### config.mk
export PLATFORM = sky130hd
export DESIGN_NAME = shacb_front
export DESIGN_NICKNAME = d
export VERILOG_FILES = /design/src/hdl/shacb_pkg.sv /design/src/hdl/shacb_front.sv
export SDC_FILE = /design/constraint.sdc
export NUM_CORES = 1
export LEC_CHECK = 0
export BUFFER_PORTS_ARGS = -buffer_cell sky130_fd_sc_hd__buf_4
export CELL_PAD_IN_SITES_DETAIL_PLACEMENT = 1
export CELL_PAD_IN_SITES_GLOBAL_PLACEMENT = 2
export CORE_AREA = 2 2 39 41
export DETAILED_ROUTE_END_ITERATION = 10
export DIE_AREA = 0 0 41 43
export GPL_ROUTABILITY_DRIVEN = 0
export PLACE_DENSITY = 0.66
export SYNTH_ARGS = -nofsm -noshare
export SYNTH_HDL_FRONTEND = slang
export SYNTH_SLANG_ARGS = --single-unit
export TNS_END_PERCENT = 20
### constraint.sdc
create_clock -name clock -period 2.04 [get_ports clock]
set_input_delay 0.612 -clock clock [delete_from_list [all_inputs] [get_ports clock]]
set_output_delay 0.612 -clock clock [all_outputs]
set_load 0.005 [all_outputs]
### src/hdl/shacb_pkg.sv
package shacb_pkg;

   typedef logic [31:0] word_type;

   typedef struct packed {
      logic valid;
      logic restart;
   } q_item_type;

   localparam logic [1:0] CSR_SEED  = 2'd0;
   localparam logic [1:0] CSR_COUNT = 2'd1;
   localparam logic [1:0] CSR_MIX   = 2'd2;

   localparam logic [16:0] WEIGHT_ONE = 17'd65536;

   localparam word_type KINIT [8] = '{
      32'h6a09e667, 32'hbb67ae85, 32'h3c6ef372, 32'ha54ff53a,
      32'h510e527f, 32'h9b05688c, 32'h1f83d9ab, 32'h5be0cd19
   };

   localparam word_type KROUND [64] = '{
      32'h428a2f98, 32'h71374491, 32'hb5c0fbcf, 32'he9b5dba5,
      32'h3956c25b, 32'h59f111f1, 32'h923f82a4, 32'hab1c5ed5,
      32'hd807aa98, 32'h12835b01, 32'h243185be, 32'h550c7dc3,
      32'h72be5d74, 32'h80deb1fe, 32'h9bdc06a7, 32'hc19bf174,
      32'he49b69c1, 32'hefbe4786, 32'h0fc19dc6, 32'h240ca1cc,
      32'h2de92c6f, 32'h4a7484aa, 32'h5cb0a9dc, 32'h76f988da,
      32'h983e5152, 32'ha831c66d, 32'hb00327c8, 32'hbf597fc7,
      32'hc6e00bf3, 32'hd5a79147, 32'h06ca6351, 32'h14292967,
      32'h27b70a85, 32'h2e1b2138, 32'h4d2c6dfc, 32'h53380d13,
      32'h650a7354, 32'h766a0abb, 32'h81c2c92e, 32'h92722c85,
      32'ha2bfe8a1, 32'ha81a664b, 32'hc24b8b70, 32'hc76c51a3,
      32'hd192e819, 32'hd6990624, 32'hf40e3585, 32'h106aa070,
      32'h19a4c116, 32'h1e376c08, 32'h2748774c, 32'h34b0bcb5,
      32'h391c0cb3, 32'h4ed8aa4a, 32'h5b9cca4f, 32'h682e6ff3,
      32'h748f82ee, 32'h78a5636f, 32'h84c87814, 32'h8cc70208,
      32'h90befffa, 32'ha4506ceb, 32'hbef9a3f7, 32'hc67178f2
   };

   function automatic word_type swap32(word_type x);
      return {x[7:0], x[15:8], x[23:16], x[31:24]};
   endfunction

   function automatic word_type rotr(word_type x, int n);
      return (x >> n) | (x << (32 - n));
   endfunction

endpackage

### src/hdl/shacb_front.sv
module shacb_front (
   input  logic                  clock,
   input  logic                  reset,
   input  logic                  req_tvalid,
   output logic                  req_tready,
   input  logic [7:0]            req_tdata,   // [0] restart
   output shacb_pkg::q_item_type q_item,
   input  logic                  q_pop
);

   logic [1:0] cnt_ff, cnt_in;
   logic       slot0_ff, slot1_ff;
   logic       push;

   assign req_tready     = (cnt_ff != 2'd2);
   assign push           = req_tvalid && req_tready;
   assign q_item.valid   = (cnt_ff != 2'd0);
   assign q_item.restart = slot0_ff;

   always_comb begin
      cnt_in = cnt_ff;
      if (push && !q_pop) begin
         cnt_in = cnt_ff + 2'd1;
      end else if (!push && q_pop) begin
         cnt_in = cnt_ff - 2'd1;
      end
   end

   always_ff @(posedge clock) begin
      if (reset) begin
         cnt_ff <= 2'd0;
      end else begin
         cnt_ff <= cnt_in;
      end
   end

   always_ff @(posedge clock) begin
      if (push && q_pop) begin
         if (cnt_ff == 2'd1) begin
            slot0_ff <= req_tdata[0];
         end else begin
            slot0_ff <= slot1_ff;
            slot1_ff <= req_tdata[0];
         end
      end else if (q_pop) begin
         slot0_ff <= slot1_ff;
      end else if (push) begin
         if (cnt_ff == 2'd0) begin
            slot0_ff <= req_tdata[0];
         end else begin
            slot1_ff <= req_tdata[0];
         end
      end
   end

endmodule

-- Word-level counts from Yosys, hierarchy flattened
Index checks and enable logic that the tools add are counted.
- add/subtract/negate cells: 2
- eq/ne operators: 5
- multiplexer cells: 12
- reduce and logical (&&, ||, !) cells: 14
- operators with widths (kind ; number):
    $mux 1 ; 10
    $ne 2x2->1 const B ; 3
    $reduce_bool 2->1 ; 3
    $reduce_bool 3->1 ; 2
    $logic_and 1x1->1 ; 4
    $mux 2 ; 2
    $reduce_and 4->1 ; 1
    $add 2x1->2 const B ; 1
    $eq 2x1->1 const B ; 1
    $logic_not 1->1 ; 2
    $logic_not 2->1 ; 1
    $ne 2x1->1 const B ; 1
    $reduce_and 2->1 ; 1
    $sub 2x1->2 const B ; 1
- bits in registers: 4
- input bits: 12
- output and inout bits: 3

-- Longest topological paths before layout
- word-level depth: 6
- depth in mapped cells: 6

-- Least setup slack after synthesis
No wires, ideal clock.
- path type: flip-flop to flip-flop
- start point: reg cnt_ff[0]
- end point: reg slot1_ff, enable pin
- setup time: 0.331 ns
- arrival time: 1.153 ns
- data required time: 1.709 ns
- path slack: 0.556 ns
- stages on the path, launching flop included: 6
- path buffers: 0
- period minus slack after synthesis: 1.484 ns
- cells stage by stage: dfxtp_1 -> inv_1 -> ha_1 -> nand2b_4 -> ha_1 -> a2111oi_2
- cells in the longest elaborated chain, start to end: 5
- elaborated cells on any way between the ends: 10
- those cells by class: eq/ne: 5; reduce/logical: 5
- ends and longest elaborated chain (what ; line ; source):
    start: declaration ; shacb_front.sv:11 ; logic [1:0] cnt_ff, cnt_in;
    start signal: assignment ; shacb_front.sv:33 ; cnt_ff <= cnt_in;
    $ne 2x2->1 ; shacb_front.sv:15 ; assign req_tready = (cnt_ff != 2'd2);
    $logic_and 1x1->1 ; shacb_front.sv:16 ; assign push = req_tvalid && req_tready;
    $logic_and 1x1->1 ; shacb_front.sv:38 ; if (push && q_pop) begin
    $ne 2x2->1 (no line), or another cell as far along ; -- ;
    $reduce_and 4->1 (no line) (*) ; -- ;
    end signal: assignment ; shacb_front.sv:43 ; slot1_ff <= req_tdata[0];
    end signal: assignment ; shacb_front.sv:51 ; slot1_ff <= req_tdata[0];
    end: declaration ; shacb_front.sv:12 ; logic slot0_ff, slot1_ff;
Every way passes the cells marked *; elsewhere a longest branch is shown, timed or not.
A chain may end at the register's enable or synchronous reset.

==> results.sh <==
export IMPL_status="finished clean"
export IMPL_power_frac_seq=0.297
export IMPL_min_delay_start="reset"
export IMPL_finalClockSkew_ns=0.0131
export IMPL_hold_buffers=0
export IMPL_track_usage=0.0986
export IMPL_htree_levels=1
export IMPL_rows=14
export IMPL_endpoint_kind="primary output"
export IMPL_die_x_um=41
export IMPL_core_area_mm2=0.00138
export IMPL_start_util=0.213
export IMPL_cts_buffers=3
export IMPL_finalCriticalPeriod_ns=1.70
export IMPL_clock_latency_ns=0.25
export IMPL_r2r_cells=5
export IMPL_clkTransAtPathRegs_ns=0.03
export IMPL_slowest_stage="dfxtp_1"
export IMPL_cp_slowest_stage_delay_ns=0.38
export IMPL_path_common_cell="inv_1"
export IMPL_nets=56
export IMPL_grt_first_pass_wirelength_um=1040
export IMPL_max_vdd_ir_drop_mv=0.420
export IMPL_worstMarginPinSlew_ns=0.345
export IMPL_syn_to_final_growth_pct=30.9
export IMPL_p_int_uw=270
export IMPL_synth_area_um2=295
export IMPL_yosys_warnings=0
export IMPL_syn_inst=28
export IMPL_wl_per_cell_um=11.1
export IMPL_synth_nets=45
export IMPL_total_power_uw=404
export IMPL_critical_path_required_ns=1.43
export IMPL_min_to="cnt_ff[0]"
export IMPL_critPathBufInv=3
export IMPL_slew_limit_headroom=0.770
export IMPL_clk_path_buf_depth=2
export IMPL_layout_drive_gt1_share=0.368
export IMPL_place_inst=50
export IMPL_combPwrFrac=0.426
export IMPL_power_density_mw_per_mm2=1050
export IMPL_rr_endpoint="slot1_ff"
export IMPL_cts_resized=0
export IMPL_path_max_fanout=3
export IMPL_setup_viol=0
export IMPL_maxSlewViolCount=0
export IMPL_rsz0062_at_grt="no"
export IMPL_synth_avg_cell_area_um2=10.5
export IMPL_seq_area_um2=100
export IMPL_cp_cell_sequence="inv_1 -> ha_1 -> inv_1 -> buf_4"
export IMPL_post_cts_buffers=0
export IMPL_drcViolationCount=0
export IMPL_fmax_mhz=587
export IMPL_arrival_ns=1.09
export IMPL_critPathLaunchType="register"
export IMPL_port_buffers=7
export IMPL_timing_rr_start="cnt_ff[0]"
export IMPL_antenna_found_initial=0
export IMPL_antennaDiodeCount=0
export IMPL_ys_seq_elements=4
export IMPL_vias_per_cell=4.13
export IMPL_grt_pass1_vias=214
export IMPL_hold_class="in2reg"
export IMPL_cts_root_buf="clkbuf_4"
export IMPL_ys_types=15
export IMPL_firstDrtPassIters=2
export IMPL_cts_sinks=4
export IMPL_leakage_nw=0.176
export IMPL_ys_seq_area_frac=0.339
export IMPL_multi_input_area_um2=161
export IMPL_die_y_um=43
export IMPL_cap_violations=0
export IMPL_grt_max_degree=8
export IMPL_totalWireLength_um=602
export IMPL_switching_share=0.332
export IMPL_finalCritPeriodShare=0.835
export IMPL_stdcell_count=54
export IMPL_vias=223
export IMPL_mostFrequentLayoutCells="7 x inv_1, 7 x buf_4, 5 x ha_1"
export IMPL_fillers=166
export IMPL_setup_tns_final_ns=0
export IMPL_p_sw_uw=134
export IMPL_cpLargestDelayFamily="flip-flops"
export IMPL_worstSetupPathType="reg2out"
export IMPL_drt_iter0_markers=3
export IMPL_finalHoldViolCount=0
export IMPL_die_area_mm2=0.00176
export IMPL_min_path_cells=2
export IMPL_dp_hpwl_um=512
export IMPL_grt_overflow=0
export IMPL_ant_nets=0
export IMPL_rrSetupSlack_ns=0.41
export IMPL_ios=15
export IMPL_cts_tree="done"
export IMPL_power_share_clock=0.277
==> worst max path at each step <==
stage,slack (ns),endpoint,depth (start not counted),startpoint
detailed placement,0.38,slot1_ff,5,cnt_ff[0]
global placement,0.46,slot1_ff,5,cnt_ff[0]
finish,0.34,q_item[1],4,cnt_ff[0]
global route,0.26,q_item[1],4,cnt_ff[0]
CTS,0.32,q_item[1],4,cnt_ff[0]
floorplan,0.56,slot1_ff,5,cnt_ff[0]
==> cell type report <==
cell class / count / area share
well taps: 16 / 0.0518
inverters: 7 / 0.0680
flip-flops and latches: 4 / 0.259
clock buffers: 4 / 0.0680
multi-input cells: 16 / 0.417
repair buffers: 7 / 0.136
==> sequential cells by signal (all words and copies together), names as in the netlist <==
signal / count
slot0_ff: 1
cnt_ff: 2
slot1_ff: 1
==> routing by layer <==
metal,vias up,global-route usage,routed length (um)
met5,-,0,0
met3,0,0.0942,73
li1,114,-,-
met4,0,0.0200,0
met1,99,0.110,225
met2,10,0.134,303
==> power by group through the flow <==
| stage | clock network (mW) | logic (mW) | registers, mW |
|---|---|---|---|
| 2_1_floorplan | 0 | 0.121 | 0.117 |
| 3_3_place_gp | 0 | 0.167 | 0.119 |
| 3_5_place_dp | 0 | 0.176 | 0.122 |
| 4_1_cts | 0.115 | 0.177 | 0.121 |
| 5_1_grt | 0.126 | 0.197 | 0.123 |
| 6_report | 0.112 | 0.172 | 0.120 |
==> cells by family after synthesis <==
group,after synthesis,synth area share
simple gates,3,0.0720
mux,1,0.0508
flops,4,0.339
fa+ha+maj,5,0.212
xor+xnor,1,0.0297
buf+inv,8,0.114
compound gates,6,0.182
==> Yosys cell counts, drive strengths merged <==
cell     count  share of area
o21ai        1          0.030
mux2         1          0.051
o32ai        1          0.030
a2111oi      1          0.051
nor2         2          0.025
ha           5           0.21
xnor2        1          0.030
edfxtp       2           0.20
dfxtp        2           0.14
nand2b       1          0.047
o21a         1          0.025
buf          1          0.025
a21oi        1          0.017
o311ai       1          0.030
inv          7          0.089
==> metrics by stage <==
step	utilization	hold WS (ns)	setup WS (ns)	area (um^2)
finish	0.279	0.553	0.337	387
detailed placement	0.260	0.553	0.381	360
global placement	0.260	0.523	0.462	360
CTS	0.279	0.549	0.324	387
global route	0.279	0.545	0.255	387
floorplan	-	0.500	0.556	295
(Power assumes the default switching activity.)
